$ cat src/hw/rtl/lbsc_pkg.sv
// Package for the LFSR byte scrambler with block balance check.
// Holds sizes, register indexes, result type and keystream/popcount functions.
// No dependencies.
`timescale 1ns / 1ps

package lbsc_pkg;

   localparam int BLOCK_BYTES = 64;
   localparam int MIN_ONES    = 8;
   localparam int MAX_ONES    = (BLOCK_BYTES - 1) * 8;

   localparam int LFSR_W  = 32;
   localparam int BYTE_W  = 8;
   localparam int POP_W   = 4;
   localparam int BCNT_W  = (BLOCK_BYTES > 1) ? $clog2(BLOCK_BYTES) : 1;
   localparam int ONES_W  = $clog2(BLOCK_BYTES * BYTE_W + 1);
   localparam int CSR_IDX_W = 2;

   localparam logic [LFSR_W-1:0] LFSR_TAPS = 32'hD000_0001;
   localparam logic [LFSR_W-1:0] KEY_RESET = 32'h0000_0001;

   localparam logic [CSR_IDX_W-1:0] REG_SEED_KEY      = 2'd0;
   localparam logic [CSR_IDX_W-1:0] REG_CHECK_BALANCE = 2'd1;

   typedef struct packed {
      logic [LFSR_W-1:0] lfsr;
      logic [BYTE_W-1:0] ks;
   } keystep_type;

   typedef struct packed {
      logic [BYTE_W-1:0] out_byte;
      logic              block_done;
      logic              block_unbalanced;
      logic              frame_end;
   } rsp_type;

   // eight Galois steps; bit 31 after each step goes in MSB first
   function automatic keystep_type key_byte(input logic [LFSR_W-1:0] state);
      keystep_type r;
      logic [LFSR_W-1:0] s;
      logic [BYTE_W-1:0] k;
      s = state;
      k = '0;
      for (int i = 0; i < BYTE_W; i++) begin
         s = (s >> 1) ^ (s[0] ? LFSR_TAPS : '0);
         k = {k[BYTE_W-2:0], s[LFSR_W-1]};
      end
      r.lfsr = s;
      r.ks   = k;
      return r;
   endfunction

   function automatic logic [POP_W-1:0] pop8(input logic [BYTE_W-1:0] v);
      logic [POP_W-1:0] n;
      n = '0;
      for (int i = 0; i < BYTE_W; i++) begin
         n = n + POP_W'(v[i]);
      end
      return n;
   endfunction

endpackage

$ cat src/hw/rtl/lfsr_byte_scrambler_balance_check.sv
// Top level: byte scrambler with 32-bit Galois LFSR keystream and block ones check.
// Depends on lbsc_pkg.
//
//   channel  ports                              direction  handshake
//   req      req_data_byte, req_frame_last      in         req_valid / req_stall
//   rsp      rsp_out_byte, rsp_block_done,      out        rsp_valid / rsp_stall
//            rsp_block_unbalanced, rsp_frame_end
//   csr      csr_index, csr_data                in         csr_valid / csr_ready
//
// One request per cycle while req_stall is low; each result is registered. The keystream
// byte and block counters are computed combinationally from the LFSR and counter
// registers. A two-entry output (result register plus skid register) keeps accepting
// while a result is stalled; req_stall rises only when both are full.
// Synchronous active-high reset loads key 1 and enables the check.
`timescale 1ns / 1ps

module lfsr_byte_scrambler_balance_check
   import lbsc_pkg::*;
(
   input  logic                 clock,
   input  logic                 reset,

   input  logic                 req_valid,
   output logic                 req_stall,
   input  logic [BYTE_W-1:0]    req_data_byte,
   input  logic                 req_frame_last,

   output logic                 rsp_valid,
   input  logic                 rsp_stall,
   output logic [BYTE_W-1:0]    rsp_out_byte,
   output logic                 rsp_block_done,
   output logic                 rsp_block_unbalanced,
   output logic                 rsp_frame_end,

   input  logic                 csr_valid,
   output logic                 csr_ready,
   input  logic [CSR_IDX_W-1:0] csr_index,
   input  logic [LFSR_W-1:0]    csr_data
);

   logic [LFSR_W-1:0] key_ff, key_in;
   logic              check_ff, check_in;
   logic [LFSR_W-1:0] lfsr_ff, lfsr_in;
   logic [BCNT_W-1:0] bcnt_ff, bcnt_in;
   logic [ONES_W-1:0] ones_ff, ones_in;

   rsp_type           out_ff, out_in;
   logic              out_valid_ff, out_valid_in;
   rsp_type           skid_ff, skid_in;
   logic              skid_valid_ff, skid_valid_in;

   keystep_type       step;
   rsp_type           res;
   logic [ONES_W-1:0] ones_sum;
   logic              accept;
   logic              out_free;
   logic              csr_write;

   assign csr_ready = 1'b1;
   assign csr_write = csr_valid && csr_ready;
   assign req_stall = skid_valid_ff;
   assign accept    = req_valid && !req_stall;
   assign out_free  = !out_valid_ff || !rsp_stall;

   always_comb begin
      step     = key_byte(lfsr_ff);
      res.out_byte  = req_data_byte ^ step.ks;
      ones_sum      = ones_ff + ONES_W'(pop8(res.out_byte));
      res.block_done = (bcnt_ff == BCNT_W'(BLOCK_BYTES - 1)) || req_frame_last;
      res.block_unbalanced = res.block_done && check_ff &&
                             ((ones_sum < ONES_W'(MIN_ONES)) ||
                              (ones_sum > ONES_W'(MAX_ONES)));
      res.frame_end = req_frame_last;

      key_in   = key_ff;
      check_in = check_ff;
      lfsr_in  = lfsr_ff;
      bcnt_in  = bcnt_ff;
      ones_in  = ones_ff;

      if (accept) begin
         lfsr_in = req_frame_last ? key_ff : step.lfsr;
         if (res.block_done) begin
            bcnt_in = '0;
            ones_in = '0;
         end else begin
            bcnt_in = bcnt_ff + BCNT_W'(1);
            ones_in = ones_sum;
         end
      end

      if (csr_write) begin
         case (csr_index)
            REG_SEED_KEY: begin
               key_in  = csr_data;
               lfsr_in = csr_data;
            end
            REG_CHECK_BALANCE: begin
               check_in = csr_data[0];
            end
            default: begin
            end
         endcase
      end

      out_in        = out_ff;
      out_valid_in  = out_valid_ff;
      skid_in       = skid_ff;
      skid_valid_in = skid_valid_ff;

      if (out_free) begin
         if (skid_valid_ff) begin
            out_in        = skid_ff;
            out_valid_in  = 1'b1;
            skid_valid_in = 1'b0;
         end else if (accept) begin
            out_in       = res;
            out_valid_in = 1'b1;
         end else begin
            out_valid_in = 1'b0;
         end
      end else if (accept) begin
         skid_in       = res;
         skid_valid_in = 1'b1;
      end
   end

   always_ff @(posedge clock) begin
      if (reset) begin
         key_ff        <= KEY_RESET;
         check_ff      <= 1'b1;
         lfsr_ff       <= KEY_RESET;
         bcnt_ff       <= '0;
         ones_ff       <= '0;
         out_valid_ff  <= 1'b0;
         skid_valid_ff <= 1'b0;
      end else begin
         key_ff        <= key_in;
         check_ff      <= check_in;
         lfsr_ff       <= lfsr_in;
         bcnt_ff       <= bcnt_in;
         ones_ff       <= ones_in;
         out_valid_ff  <= out_valid_in;
         skid_valid_ff <= skid_valid_in;
      end
   end

   always_ff @(posedge clock) begin
      out_ff  <= out_in;
      skid_ff <= skid_in;
   end

   assign rsp_valid            = out_valid_ff;
   assign rsp_out_byte         = out_ff.out_byte;
   assign rsp_block_done       = out_ff.block_done;
   assign rsp_block_unbalanced = out_ff.block_unbalanced;
   assign rsp_frame_end        = out_ff.frame_end;

endmodule
$ cat config.mk
export PLATFORM = sky130hd
export DESIGN_NAME = lfsr_byte_scrambler_balance_check
export DESIGN_NICKNAME = d
export VERILOG_FILES = /design/src/hw/rtl/lbsc_pkg.sv /design/src/hw/rtl/lfsr_byte_scrambler_balance_check.sv
export SDC_FILE = /design/constraint.sdc
export NUM_CORES = 1
export LEC_CHECK = 0
export BUFFER_PORTS_ARGS = -buffer_cell sky130_fd_sc_hd__buf_2
export CAP_MARGIN = 20
export CORE_UTILIZATION = 34
export CTS_CLUSTER_DIAMETER = 40
export DETAILED_ROUTE_END_ITERATION = 10
export HOLD_SLACK_MARGIN = 0.08
export PLACE_DENSITY = 0.55
export SYNTH_ARGS = -nofsm -noshare
export SYNTH_HDL_FRONTEND = slang
export SYNTH_SLANG_ARGS = --single-unit
$ cat constraint.sdc
create_clock -name clock -period 13.75 [get_ports clock]
set_input_delay 2.75 -clock clock [delete_from_list [all_inputs] [get_ports clock]]
set_output_delay 2.75 -clock clock [all_outputs]
set_load 0.005 [all_outputs]
### After elaboration in Yosys (flattened, before gate mapping)

Index checks and enable logic that the tools add are counted.

| operators by class | value |
|---|---|
| add/subtract/negate cells | 9 |
| order comparisons | 2 |
| equality and inequality tests | 2 |
| multiplexer cells | 18 |
| bitwise logic cells | 10 |
| reductions and logical operators | 16 |

Operators by type and width:

| kind | count |
|---|---|
| 2-to-1 mux 32 bit | 12 |
| bitwise XOR 31 x 32 -> 32 bit | 8 |
| 2-to-1 mux 11 bit | 2 |
| adder 4 x 1 -> 4 bit | 4 |
| adder 10 x 4 -> 10 bit | 1 |
| > comparator 10 x 9 -> 1 bit (second input constant) | 1 |
| < comparator 10 x 4 -> 1 bit (second input constant) | 1 |
| 2-to-1 mux 10 bit | 1 |
| AND reduction 2 bit | 4 |
| bitwise XOR 8 bit | 1 |
| adder 6 x 1 -> 6 bit (second input constant) | 1 |
| == test 6 bit (second input constant) | 1 |
| 2-to-1 mux 6 bit | 1 |
| adder 3 x 1 -> 4 bit | 1 |
| adder 2 x 1 -> 3 bit | 1 |
| logical AND 1 bit | 3 |
| zero test 1 bit | 3 |
| logical OR 1 bit | 3 |
| adder 1 x 1 -> 2 bit | 1 |
| == test 2 x 1 -> 1 bit (second input constant) | 1 |
| zero test 2 bit | 1 |
| 2-to-1 mux 1 bit | 2 |
| nonzero test 2 bit | 1 |
| OR reduction 2 bit | 1 |
| NOT 1 bit | 1 |

| storage, ports and cells | value |
|---|---|
| bits in registers | 105 |
| input bits | 48 |
| output and inout port bits | 14 |
| word-level logic and storage cells | 72 |

### Longest topological paths before layout

| depth | value |
|---|---|
| depth in word-level cells | 30 |
| mapped depth | 20 |
| mapped depth without buffers | 19 |

### Worst setup path after synthesis

Ideal clock, no wire load.

| path | value |
|---|---|
| path kind | input -> register |
| start | input port req_data_byte[2] |
| end | register out_ff, in the netlist rsp_block_unbalanced, data pin |
| library setup time | 0.260 ns |
| arrival | 6.424 ns |
| required time | 13.490 ns |
| path slack | 7.066 ns |
| cell stages on the path | 15 |
| path buffers | 0 |
| path through | xor2_1 -> fa_1 -> inv_1 -> fa_1 -> fa_1 -> fa_1 -> inv_1 -> fa_1 -> nand2b_1 -> a21oi_2 -> xnor2_1 -> nor3b_1 -> o2111a_1 -> o311a_1 -> mux2_2 |

RTL lines:

| item | RTL line | source |
|---|---|---|
| start: declaration | lfsr_byte_scrambler_balance_check.sv:25 | `input logic [BYTE_W-1:0] req_data_byte,` |
| end signal: assignment | lfsr_byte_scrambler_balance_check.sv:149 | `out_ff <= out_in;` |
| end: declaration | lfsr_byte_scrambler_balance_check.sv:47 | `rsp_type out_ff, out_in;` |

==> impl_summary.md <==
Final layout
The share of post-route cells with drive strength above 1 is 0.166. The sequential cell area in the final layout is between 2000 and 2500 sq um. The number of antenna repair diodes is 0. In the final design database the tool counted 650 nets. The combined area of the multi-input logic cells is about 2500 sq um. The library cell used most frequently in the layout, excluding fill and tap cells, is nand2_1.

The utilization of the core after routing is 0.406. In the layout the commonest cells are nand2_1, dfxtp_1, a21oi_1, buf_2, nor2_1. The number of filler instances in the final layout is roughly 1400. The area overhead of the layout relative to synthesis is 14.5%.

STA
Setup repair after global routing left no endpoint under its margin. Dividing the final minimum period by the clock period gives 0.489. Headroom to the max-slew limit came out at 0.418.

The time the worst path needs with I/O delays and setup is roughly 6700 ps. The setup violation total in the final timing report is 0. For the final database, setup skew stands at 11.1 ps. The highest clock frequency the design can meet is between 100 and 150 MHz. The number of endpoints with negative hold slack in the final report is 0. For the pin with the worst max-slew slack, the measured transition is just under 900 ps. The max-slew violation count was 0. The post-route setup TNS is 0 ps.

Run
The number of max-cap violations is 0.

Synth
After synthesis, the netlist uses 50 different library cells. By area, the combinational part of the netlist is dominated by compound AO/OA/AOI/OAI gates. The arithmetic-cell share of the synthesized area counting full adders, half adders and majority gates is 0.0375.

The number of nets in the synthesized netlist is between 600 and 700. The number of synthesized register bits is 105. Of the total synthesized cell area, the portion taken by XOR and XNOR cells is 0.0676. The sequential area share after synthesis is 0.464. The compound-cell area share of the yosys netlist is 0.174. The fraction of synthesis flops using an asynchronous set or reset pin is 0. The count of warnings emitted by yosys is 0. The multiplexer share of the synthesized area is 0.0683. The per-instance average area after synthesis is 9.04 sq um. Of the total synthesized cell area, the portion taken by AND, OR, NAND and NOR gates is 0.146. The dominant synthesized flop cell is dfxtp_1.

The mapped cell area is between 4000 and 5000 sq um. Counting flops with a built-in enable in the synthesized netlist gives 22. After technology mapping, the gate count stands at 553.

Power
The worst-case IR drop observed on VDD is around 0.086 mV. The total power density per cell area is between 150 and 200 nW/um^2. The analysis attributes to cell leakage a power of between 2 and 2.5 nW.

Detailed routing
The ratio of routed vias to standard cells is 5.09. The routed wire length on met2 is 5.18 mm. The residual antenna-violating net count after detailed routing is 0. The total via count in the routed design is between 3000 and 4000. Dividing the detail-routed wire length by the instance count gives roughly 15 microns.

The number of violations reported at the end of detailed-routing iteration 0 is 320. The remaining design rule violation count is 0. The highest signal layer in the routed design is met4. For this block, wires on met1 add up to about 5.7 mm.

Detailed routing placed a total of roughly 560 microns of wire on met3. The overall routed net length is 11.8 mm. The pre-antenna-repair detailed-routing pass consisted of 4 iterations.

Floorplan
The region available for standard cell placement spans 14100 sq um. The width of the die is approximately 120 microns. The die is around 120 microns tall. The die covers about 15000 sq um. The initialized floorplan defines between 40 and 50 standard-cell rows. The effective utilization at floorplan is 0.355. The number of primary I/O pins is between 60 and 70.

Global routing
The total overflow left after global routing is 0. The first-pass GRT wire length is about 20 mm. The via count of the first global-routing pass was around 3800. For this run, the total global-route usage over all layers was measured as 0.168. The number of antenna violations at the first check in global routing is 0. The maximum number of pins on one net before global-route repair is 83.

Clock tree
The H-tree depth is 3. The sink count of the clock tree is roughly 110. The clock insertion delay at the later pin of the skew report is approximately 360 ps.

Hold repair after CTS inserted 0 buffers. The number of buffers created by CTS is 9. The maximum root-to-sink buffer count is 2. Clock-pin slew was measured on the worst setup and hold paths at about 70 ps. TritonCTS built the clock tree. The post-CTS resize count is 0.

The count of buffers added by post-CTS timing repair for setup is 0. The CTS root buffer is clkbuf_16.

Worst setup path
The worst setup path is launched from an input pin. The signal on the critical path passes through buf_2 -> xor2_1 -> fa_1 -> inv_1 -> fa_1 -> fa_1 -> fa_1 -> inv_1 -> fa_1 -> nand2b_1 -> a21oi_2 -> xnor2_1 -> nor3b_1 -> o2111a_1 -> o311a_1 -> mux2_2. The maximum fanout along the worst path is 4. The cell with the most instances on the worst path is fa_1. The slowest stage of the critical path belongs to the cell fa_1. STA puts the critical path data required time at 13860 ps. The delay of the slowest cell on the worst path is a little over 500 ps. By startpoint and endpoint, the worst setup path is classified as input pin to flop. The arrival time reported for the critical path endpoint is 6830 ps. The worst setup path is captured at a flop.

Run status
The flow ran to the end, and the final reports show no timing, DRC or antenna violations.

Placement
The HPWL after detailed placement is approximately 8 mm. The global placer's final weighted congestion is slightly above 0.8. In this run the tool buffered the top-level ports with 60 buffer cells.

Min path
In this run the worst hold path is classified as flop to flop.
stage by stage:
stage,cell area [sq um],hold WS (ps),power (mW),std cells,setup WS (ps)
after floorplan,5000,423,0.600,553,7070
after global placement,5420,430,0.674,758,6730
after detailed placement,5420,443,0.680,758,6670
after CTS,5720,454,0.942,774,7050
after global routing,5720,481,0.995,775,6810
final,5720,451,0.931,775,7020
cell type report:
| class | instances | area share |
|---|---|---|
| Timing Repair Buffer | 67 | 0.0616 |
| Clock inverter | 3 | 0.00350 |
| Tap cell | 180 | 0.0393 |
| Clock buffer | 13 | 0.0492 |
| Multi-Input combinational cell | 396 | 0.433 |
| Inverter | 11 | 0.00721 |
| Sequential cell | 105 | 0.406 |
metal layers:
metal  track usage  up-vias
met4        0.0783        0
met2         0.257       82
li1              -     1997
met3        0.0355       19
met1         0.227     1849
met5             0        -
cell usage after synthesis (2+ instances only):
library cell,instances,area share
fa_1,5,0.020
a22oi_1,6,0.0090
xor2_1,14,0.025
edfxtp_1,22,0.13
nand2b_1,5,0.0063
and2_1,3,0.0038
inv_1,11,0.0083
xnor2_2,2,0.0065
o211ai_1,28,0.042
nand3_1,4,0.0040
o21ai_0,14,0.014
nand2_1,106,0.080
mux2_2,9,0.020
dfxtp_1,83,0.33
nand3b_1,2,0.0030
xnor2_1,15,0.026
a31oi_1,4,0.0050
nor2_1,30,0.023
ha_1,7,0.018
o21ai_1,2,0.0020
or3_1,3,0.0038
a21oi_1,80,0.080
clkbuf_1,36,0.027
a211oi_1,2,0.0030
mux2i_1,24,0.048
nor3_1,5,0.0050
and3_1,3,0.0038
nor4_1,3,0.0038
buf_2,2,0.0020
nor3b_1,3,0.0045
critical path: cells and delay by family:
kind            cells  cell delay [ps]
compound gates      3              820
xor+xnor            2              490
mux                 1              270
simple gates        2              270
buf+inv             3              240
fa+ha+maj           5             2000
logic make-up (layout without fill, tap and decap cells):
logic type,Yosys count,after routing
AND/OR/NAND/NOR,171,171
adder cells (fa/ha/maj),12,12
buffers and inverters,52,94
AO/OA/AOI/OAI,146,146
multiplexers,33,33
XOR/XNOR,33,33
flip-flops,105,105
other,1,1
registers in the layout, indices dropped and copies added (netlist names):
name	flops
lfsr_ff	32
rsp_block_done	1
rsp_out_byte	8
ones_ff	10
check_ff	1
rsp_frame_end	1
bcnt_ff	6
key_ff	32
skid_ff	11
req_stall	1
rsp_valid	1
rsp_block_unbalanced	1
worst paths after layout:
path | from | endpoint | slack (ps) | cells past startpoint
worst max-delay path | req_data_byte[2] | rsp_block_unbalanced | 7020 | 16
worst min-delay path | key_ff[0] | key_ff[0] | 450 | 2
worst min register to register | key_ff[0] | key_ff[0] | 450 | 2
worst max register to register | lfsr_ff[0] | rsp_block_unbalanced | 7900 | 17
power breakdown:
part	switching [mW]	total (mW)	internal [mW]
sequential	0.0146	0.361	0.346
combinational	0.176	0.313	0.137
clock	0.113	0.257	0.144
total	0.304	0.931	0.628
Note: power is estimated with default switching activity, not from simulation.
